[src/rtl/core/b64d_pkg.sv]
// Package with shared types, status codes and the base64 character map.
package b64d_pkg;

	localparam int unsigned CHAR_W   = 8;
	localparam int unsigned BYTE_W   = 8;
	localparam int unsigned STATUS_W = 2;
	localparam int unsigned SIX_W    = 6;
	localparam int unsigned ACC_W    = 12;
	localparam int unsigned HELD_W   = 4;
	localparam int unsigned LEN_W    = 8;

	localparam logic [LEN_W-1:0] MAX_LENGTH_RESET = 8'd255;

	localparam logic [STATUS_W-1:0] ST_OK      = 2'd0;
	localparam logic [STATUS_W-1:0] ST_INVALID = 2'd1;
	localparam logic [STATUS_W-1:0] ST_EMPTY   = 2'd2;

	localparam logic [CHAR_W-1:0] CHAR_NUL = 8'h00;
	localparam logic [CHAR_W-1:0] CHAR_PAD = 8'h3D;
	localparam logic [BYTE_W-1:0] BYTE_LF  = 8'h0A;
	localparam logic [BYTE_W-1:0] BYTE_CR  = 8'h0D;

	typedef struct packed {
		logic [SIX_W-1:0] value;
		logic             valid;
	} sixbit_t;

	typedef struct packed {
		logic                valid;
		logic [BYTE_W-1:0]   data_byte;
		logic                has_data;
		logic                last;
		logic [STATUS_W-1:0] status;
	} result_t;

	// Maps one character of the standard alphabet to its 6-bit value.
	function automatic sixbit_t sixbit_of(input logic [CHAR_W-1:0] c);
		sixbit_t r;
		r.valid = 1'b1;
		r.value = '0;
		if (c >= "A" && c <= "Z") begin
			r.value = SIX_W'(c - 8'h41);
		end else if (c >= "a" && c <= "z") begin
			r.value = SIX_W'(c - 8'h47);
		end else if (c >= "0" && c <= "9") begin
			r.value = SIX_W'(c + 8'h04);
		end else if (c == "+") begin
			r.value = 6'd62;
		end else if (c == "/") begin
			r.value = 6'd63;
		end else begin
			r.valid = 1'b0;
		end
		return r;
	endfunction

endpackage

[src/rtl/core/b64d_step.sv]
// Per-string decode state and its update for one character.
module b64d_step
	import b64d_pkg::*;
(
	input  logic                clk,
	input  logic                arst_n,
	input  logic                fire,
	input  logic [CHAR_W-1:0]   char_in,
	input  logic                end_of_string,
	input  logic [LEN_W-1:0]    max_length,
	output result_t             result
);

	logic [ACC_W-1:0]  acc_q, acc_d;
	logic [HELD_W-1:0] held_q, held_d;
	logic [LEN_W-1:0]  count_q, count_d;
	logic              halted_q, halted_d;
	logic              trunc_q, trunc_d;
	logic              bad_q, bad_d;
	logic              emitted_q, emitted_d;

	sixbit_t           six;
	logic [HELD_W-1:0] held_sum;
	logic [HELD_W-1:0] shift;
	logic [BYTE_W-1:0] byte_val;
	logic              emit;

	always_comb begin
		six      = sixbit_of(char_in);
		acc_d    = acc_q;
		held_d   = held_q;
		count_d  = count_q;
		halted_d = halted_q;
		trunc_d  = trunc_q;
		bad_d    = bad_q;
		emitted_d = emitted_q;
		emit     = 1'b0;
		held_sum = held_q + HELD_W'(SIX_W);
		shift    = held_sum - HELD_W'(BYTE_W);
		byte_val = '0;
		if (!halted_q) begin
			if (char_in == CHAR_NUL || char_in == CHAR_PAD) begin
				halted_d = 1'b1;
			end else if (!six.valid) begin
				bad_d    = 1'b1;
				halted_d = 1'b1;
			end else begin
				acc_d  = {acc_q[ACC_W-SIX_W-1:0], six.value};
				held_d = held_sum;
				if (held_sum >= HELD_W'(BYTE_W)) begin
					byte_val = BYTE_W'(acc_d >> shift);
					held_d   = shift;
					count_d  = count_q + 1'b1;
					if (!trunc_q) begin
						if (byte_val == BYTE_LF || byte_val == BYTE_CR) begin
							trunc_d = 1'b1;
						end else begin
							emit      = 1'b1;
							emitted_d = 1'b1;
						end
					end
					if (count_d >= max_length) begin
						halted_d = 1'b1;
					end
				end
			end
		end

		result.valid     = emit || end_of_string;
		result.data_byte = emit ? byte_val : '0;
		result.has_data  = emit;
		result.last      = end_of_string;
		result.status    = ST_OK;
		if (end_of_string) begin
			if (bad_d) begin
				result.status = ST_INVALID;
			end else if (!emitted_d) begin
				result.status = ST_EMPTY;
			end
		end
	end

	always_ff @(posedge clk or negedge arst_n) begin
		if (!arst_n) begin
			acc_q     <= '0;
			held_q    <= '0;
			count_q   <= '0;
			halted_q  <= 1'b0;
			trunc_q   <= 1'b0;
			bad_q     <= 1'b0;
			emitted_q <= 1'b0;
		end else if (fire) begin
			if (end_of_string) begin
				acc_q     <= '0;
				held_q    <= '0;
				count_q   <= '0;
				halted_q  <= 1'b0;
				trunc_q   <= 1'b0;
				bad_q     <= 1'b0;
				emitted_q <= 1'b0;
			end else begin
				acc_q     <= acc_d;
				held_q    <= held_d;
				count_q   <= count_d;
				halted_q  <= halted_d;
				trunc_q   <= trunc_d;
				bad_q     <= bad_d;
				emitted_q <= emitted_d;
			end
		end
	end

endmodule

[src/rtl/core/base64_stream_decoder.sv]
// Top level of the streaming base64 decoder: input register, decode step, result register.
// One character beat is accepted per clock; a character that yields a byte or ends a string
// gives its result beat via the input register, decode step and result register; others give
// none. The input register and the result register each hold one beat, so a character is
// taken every cycle as long as the result side does not stall. The final beat of each string
// carries tlast and the string status in tuser. max_length is written through cfg_wen and
// cfg_wdata; the user must do so only while no string is in flight, as the block does not enforce this.
module base64_stream_decoder
	import b64d_pkg::*;
#(
	parameter logic [LEN_W-1:0] MAX_LENGTH_INIT = MAX_LENGTH_RESET
) (
	input  logic                       clk,
	input  logic                       arst_n,
	input  logic                       cfg_wen,
	input  logic [LEN_W-1:0]           cfg_wdata,     // max_length
	input  logic                       s_axis_tvalid,
	output logic                       s_axis_tready,
	input  logic [CHAR_W-1:0]          s_axis_tdata,  // char_in
	input  logic                       s_axis_tlast,  // end_of_string
	output logic                       m_axis_tvalid,
	input  logic                       m_axis_tready,
	output logic [BYTE_W-1:0]          m_axis_tdata,  // data_byte
	output logic [STATUS_W:0]          m_axis_tuser,  // status[1:0] in bits 2:1, has_data in bit 0
	output logic                       m_axis_tlast   // last
);

	logic [LEN_W-1:0]  max_length_q;
	logic              valid_s1;
	logic [CHAR_W-1:0] char_s1;
	logic              last_s1;
	logic              advance;
	result_t           step_res;
	result_t           out_s2;

	assign advance       = valid_s1 && (!out_s2.valid || m_axis_tready);
	assign s_axis_tready = !valid_s1 || advance;

	always_ff @(posedge clk or negedge arst_n) begin
		if (!arst_n) begin
			max_length_q <= MAX_LENGTH_INIT;
		end else if (cfg_wen) begin
			max_length_q <= cfg_wdata;
		end
	end

	always_ff @(posedge clk or negedge arst_n) begin
		if (!arst_n) begin
			valid_s1 <= 1'b0;
		end else if (s_axis_tready) begin
			valid_s1 <= s_axis_tvalid;
		end
	end

	always_ff @(posedge clk) begin
		if (s_axis_tvalid && s_axis_tready) begin
			char_s1 <= s_axis_tdata;
			last_s1 <= s_axis_tlast;
		end
	end

	b64d_step u_step (
		.clk           (clk),
		.arst_n        (arst_n),
		.fire          (advance),
		.char_in       (char_s1),
		.end_of_string (last_s1),
		.max_length    (max_length_q),
		.result        (step_res)
	);

	always_ff @(posedge clk or negedge arst_n) begin
		if (!arst_n) begin
			out_s2 <= '0;
		end else begin
			if (advance) begin
				out_s2.valid <= step_res.valid;
			end else if (m_axis_tready) begin
				out_s2.valid <= 1'b0;
			end
			if (advance && step_res.valid) begin
				out_s2.data_byte <= step_res.data_byte;
				out_s2.has_data  <= step_res.has_data;
				out_s2.last      <= step_res.last;
				out_s2.status    <= step_res.status;
			end
		end
	end

	assign m_axis_tvalid = out_s2.valid;
	assign m_axis_tdata  = out_s2.data_byte;
	assign m_axis_tuser  = {out_s2.status, out_s2.has_data};
	assign m_axis_tlast  = out_s2.last;

endmodule
[config.mk]
export PLATFORM = sky130hd
export DESIGN_NAME = base64_stream_decoder
export DESIGN_NICKNAME = d
export VERILOG_FILES = /design/src/rtl/core/b64d_pkg.sv /design/src/rtl/core/b64d_step.sv /design/src/rtl/core/base64_stream_decoder.sv
export SDC_FILE = /design/constraint.sdc
export NUM_CORES = 1
export LEC_CHECK = 0
export ABC_AREA = 1
export BUFFER_PORTS_ARGS = -buffer_cell sky130_fd_sc_hd__buf_4
export CAP_MARGIN = 40
export CORE_MARGIN = 2
export CORE_UTILIZATION = 50
export CTS_CLUSTER_SIZE = 30
export DETAILED_ROUTE_END_ITERATION = 8
export MAX_ROUTING_LAYER = met4
export PLACE_DENSITY = 0.66
export REMOVE_ABC_BUFFERS = 1
export SLEW_MARGIN = 20
export SYNTH_ARGS = -nofsm -noshare
export SYNTH_HDL_FRONTEND = slang
export SYNTH_SLANG_ARGS = --single-unit
[constraint.sdc]
create_clock -name clk -period 5 [get_ports clk]
set_input_delay 1.5 -clock clk [delete_from_list [all_inputs] [get_ports clk]]
set_output_delay 1.5 -clock clk [all_outputs]
set_load 0.02 [all_outputs]
Yosys cells after proc, flatten, opt, wreduce, memory -nomap -nowiden
Cells that the tools add are included.
{ "word_totals": {"elab_cells": 121, "in_bits": 22, "regBits": 53} }
{ "classes": {"n_shift": 1, "n_eq_ne": 7, "n_reduce_logical": 19, "mux": 64, "magnitude_cmp": 8, "add_sub_neg": 6} }
{ "op_table": {"columns": ["operator", "count"], "rows": [
  ["8-bit 2-to-1 mux", 10],
  ["6-bit 2-to-1 mux", 9],
  ["1-bit 2-to-1 mux", 37],
  ["8-bit by 6-bit equality test with 1-bit output (second input constant)", 3],
  ["4-bit 2-to-1 mux", 5],
  ["8-bit by 4-bit equality test with 1-bit output (second input constant)", 2],
  ["8-bit by 7-bit >= comparator with 1-bit output (second input constant)", 2],
  ["8-bit by 7-bit <= comparator with 1-bit output (second input constant)", 2],
  ["12-bit by 4-bit right shift with 8-bit output", 1],
  ["8-bit by 1-bit adder with 8-bit output (second input constant)", 1],
  ["8-bit by 6-bit >= comparator with 1-bit output (second input constant)", 1],
  ["8-bit >= comparator", 1],
  ["8-bit by 6-bit <= comparator with 1-bit output (second input constant)", 1],
  ["8-bit logical NOT", 1],
  ["6-bit by 3-bit adder with 6-bit output (second input constant)", 1],
  ["1-bit logical AND", 6],
  ["2-bit 2-to-1 mux", 3],
  ["2-bit nonzero test", 3],
  ["6-bit by 1-bit subtractor with 6-bit output (second input constant)", 1],
  ["6-bit by 3-bit subtractor with 6-bit output (second input constant)", 1],
  ["1-bit logical OR", 5],
  ["5-bit AND reduction", 1],
  ["4-bit by 3-bit adder with 4-bit output (second input constant)", 1],
  ["4-bit >= comparator (second input constant)", 1],
  ["other kinds (4)", 6]
]} }

Logic depth before layout (Yosys ltp)
{ "depth": {"ltp_word": 18, "mapped_depth": 24, "ltp_nobuf": 23} }

Modules after synthesis
From an unflattened synthesis, not the netlist that was laid out.
{ "hier_totals": {"hier_cells": 474, "area_unflattened_um2": 3657.3} }
{ "modules_own_cells": {"columns": ["module", "instances", "seq_area_each_um2", "area_each_um2", "cells_each"], "rows": [
  ["b64d_step", 1, 525.5, 2477.4, 369],
  ["base64_stream_decoder", 1, 830.8, 1179.9, 105]
]} }

Least setup slack after synthesis
No wires, ideal clock.
{ "synth_timing": {"path_type": "input-to-output", "startpoint": "in m_axis_tready", "endpoint": "out s_axis_tready", "path_slack_ps": 1747, "required_time_ps": 3500, "arrival_time_ps": 1753, "cell_stages": 2, "cell_sequence": "inv_1 > nand3_1"} }
{ "synth_between": {"elab_chain_len": 3} }
{ "synth_rtl": {"columns": ["item", "line_no", "rtl"], "rows": [
  ["start: declaration", "base64_stream_decoder.sv:22", "input logic m_axis_tready,"],
  ["1-bit logical OR", "base64_stream_decoder.sv:36", "assign advance = valid_s1 && (!out_s2.valid || m_axis_tready);"],
  ["1-bit logical AND", "base64_stream_decoder.sv:36", null],
  ["1-bit logical OR", "base64_stream_decoder.sv:37", "assign s_axis_tready = !valid_s1 || advance;"],
  ["end: declaration", "base64_stream_decoder.sv:18", "output logic s_axis_tready,"]
]} }
Every way passes these cells.

Final worst setup path
Same ends and word-level chain as after synthesis.

==> reports/qor.yml <==
crit_arrival_ns: 1.97
grt_pass1_vias: 2781
final-hold-violation-count: 0
crit_top_cell: "buf_4"
nFillCells: 669
setup_viol_count_final: 0
drive_gt1_share_pct: 20.0
regArea_sq_um: 1360
synth_top_area_share_pct: 24.8
setup_tns_ns: 0
rrSetupSlack_ns: 1.65
synth_seq_area_share_pct: 38.4
fin_nets: 521
timing.rr.start: "u_step.held_q[1]"
clock_path_buffers: 2
syn_area_sq_um: 3530
wl_mm: 7.16
core_sq_um: 6830
antenna_found_initial: 0
syn_to_final_growth_pct: 11.2
cts.sinks: 52
yosysWarningCount: 0
drt_iter0_drc: 172
p_per_area_nw_per_um2: 294
tritoncts: "done"
cts_buffers: 5
cts_setup_buffers: 0
htreeDepth: 2
critical-path-slowest-cell: "buf_4"
ant_nets: 0
die_w_um: 88.1
cts_root_buf: "clkbuf_8"
vias: 2912
clk_latency_ns: 0.31
avgSynthCellArea_sq_um: 7.88
synth-edff-count: 9
rows: 30
port_buffers: 35
clk_pin_slew_ns: 0.10
grt_use_total_pct: 21.6
die_y_um: 88.1
ys_ff_latch: 52
initial_core_util_pct: 51.7
power.leakage_nw: 2.04
hp-class: "flip-flop to flip-flop"
async_reset_ff_share_pct: 82.7
drt_first_pass_iters: 4
fmax_mhz: 289
slew_headroom_pct: 59.0
netlist_instances: 448
place_inst: 568
worstSetupStartpointType: "input pin"
place.gp.congestion: 0.952
path_class: "input pin to primary output"
cp_cell_sequence: "buf_4 -> inv_1 -> nand3_1 -> buf_4"
worstPathMaxFanout: 3
report.final.slew_viol_count: 0
synth_ff_type: "dfrtp_1"
grt_max_degree: 44
crit_required_ns: 3.50
grt_pass1_wl_mm: 12.9
synth.most_common_cell: "nand2_1"
ir_worst_vdd_mv: 0.136
drv_cap: 0
slowest_delay_ns: 0.18
num_antenna_cells: 0
fin_crit_sh_pct: 69.3
worstSetupEndpointType: "primary output"
cts_resized: 0
avgRoutedWirePerCell_um: 12.4
ys_top_cells_by_area: "dfrtp_1 (25%), nand2_1 (12%), edfxtp_1 (7.7%)"
viasPerCell: 5.06
fin_crit_ns: 3.47
grt-ovfl-total: 0
final_cell_count_no_fill: 576
outcome: "completed"
dp_hpwl_mm: 5.45
cpLargestDelayFamily: "buffers and inverters"
worstSetupStartpoint: "m_axis_tready"
worst_pin_slew_ns: 0.611
rsz0062_at_grt: "no"
multiInputGateArea_sq_um: 1850
yosys-top-cells-count: "nand2_1 (113), inv_1 (60), nand3_1 (53), dfrtp_1 (35), o21ai_0 (29)"
synth.distinct_cells: 42
clock_skew_ns: 0.0117
dieArea_sq_um: 7750
hp-start: "m_axis_tlast"
pin_count: 36
holdBufCountCts: 0
drc: 0
path_buf_inv: 3
yosysTopAreaCell: "dfrtp_1"
==> power breakdown <==
group,total (mW),switching [mW],internal [mW]
Clock,0.239,0.138,0.100
Combinational,0.397,0.256,0.141
Sequential,0.518,0.0407,0.478
==> kinds of logic after synthesis <==
logic type / count (synthesis) / share of synthesized area (%)
and+or+nand+nor: 229 / 32.5
xor gates and xnor gates: 12 / 3.19
muxes: 1 / 0.319
DFF: 52 / 38.4
buffers and inverters: 79 / 9.28
adders and majority gates: 20 / 7.08
AOI/OAI and AO/OA: 55 / 9.25
==> stage by stage <==
stage	util [%]	power, mW	worst slack (ns)	instance area [sq um]	hold slack (ns)
2_1_floorplan	-	0.808	1.75	3460	0.450
3_3_place_gp	56.2	0.918	1.57	3840	0.458
3_5_place_dp	56.2	0.925	1.53	3840	0.464
4_1_cts	57.5	1.17	1.52	3930	0.489
5_1_grt	57.5	1.25	1.27	3930	0.511
6_report	57.5	1.15	1.53	3930	0.483
==> final timing paths <==
kind                                   endpoint  cells past startpoint
worst max-delay path              s_axis_tready                      4
worst min-delay path               m_axis_tlast                      2
worst max register to register    m_axis_tvalid                     11
worst min register to register     m_axis_tlast                      2
max in group asynchronous       max_length_q[0]                      1
min in group asynchronous       u_step.acc_q[4]                      1
==> routing by layer <==
layer / vias up / GRT usage, % / wire length [um]
met1: 1360 / 29.8 / 3470
met4: 0 / 5.51 / 71
met3: 6 / 3.77 / 234
li1: 1502 / - / -
met2: 44 / 33.2 / 3380
met5: - / - / 0
==> flip-flops by register name, summed over array words and instances (netlist names) <==
name,cells
u_step.emitted_q,1
u_step.count_q,8
char_s1,8
last_s1,1
valid_s1,1
u_step.halted_q,1
m_axis_tuser,3
m_axis_tlast,1
max_length_q,8
u_step.held_q,3
m_axis_tdata,8
u_step.bad_q,1
m_axis_tvalid,1
u_step.trunc_q,1
u_step.acc_q,6
==> worst min-delay path, stage by stage (launching register included) <==
cell	delay [ns]
dfrtp_1	0.36
nand2_1	0.05
nand2_1	0.05
==> final cells by class <==
cell class,count,area share [%]
flip-flops and latches,52,34.5
repair buffers,35,6.69
clock inverters,1,0.223
multi-input cells,317,47.1
well taps,96,3.06
clock buffers,7,1.94
inverters,68,6.50
==> cells in the final DEF (no fill, tap or decap), drive strengths merged, types with 3 or more instances in the layout <==
cell type and count:
a21oi 11, inv 67, edfxtp 9, nand4 4
dfrtp 35, buf 35, o21ai 35, dfstp 8
nor2 23, ha 20, clkbuf 7, nand2 126
xor2 10, o21a 3, nand3 70
No activity file was read; power rests on OpenSTA's default activity.
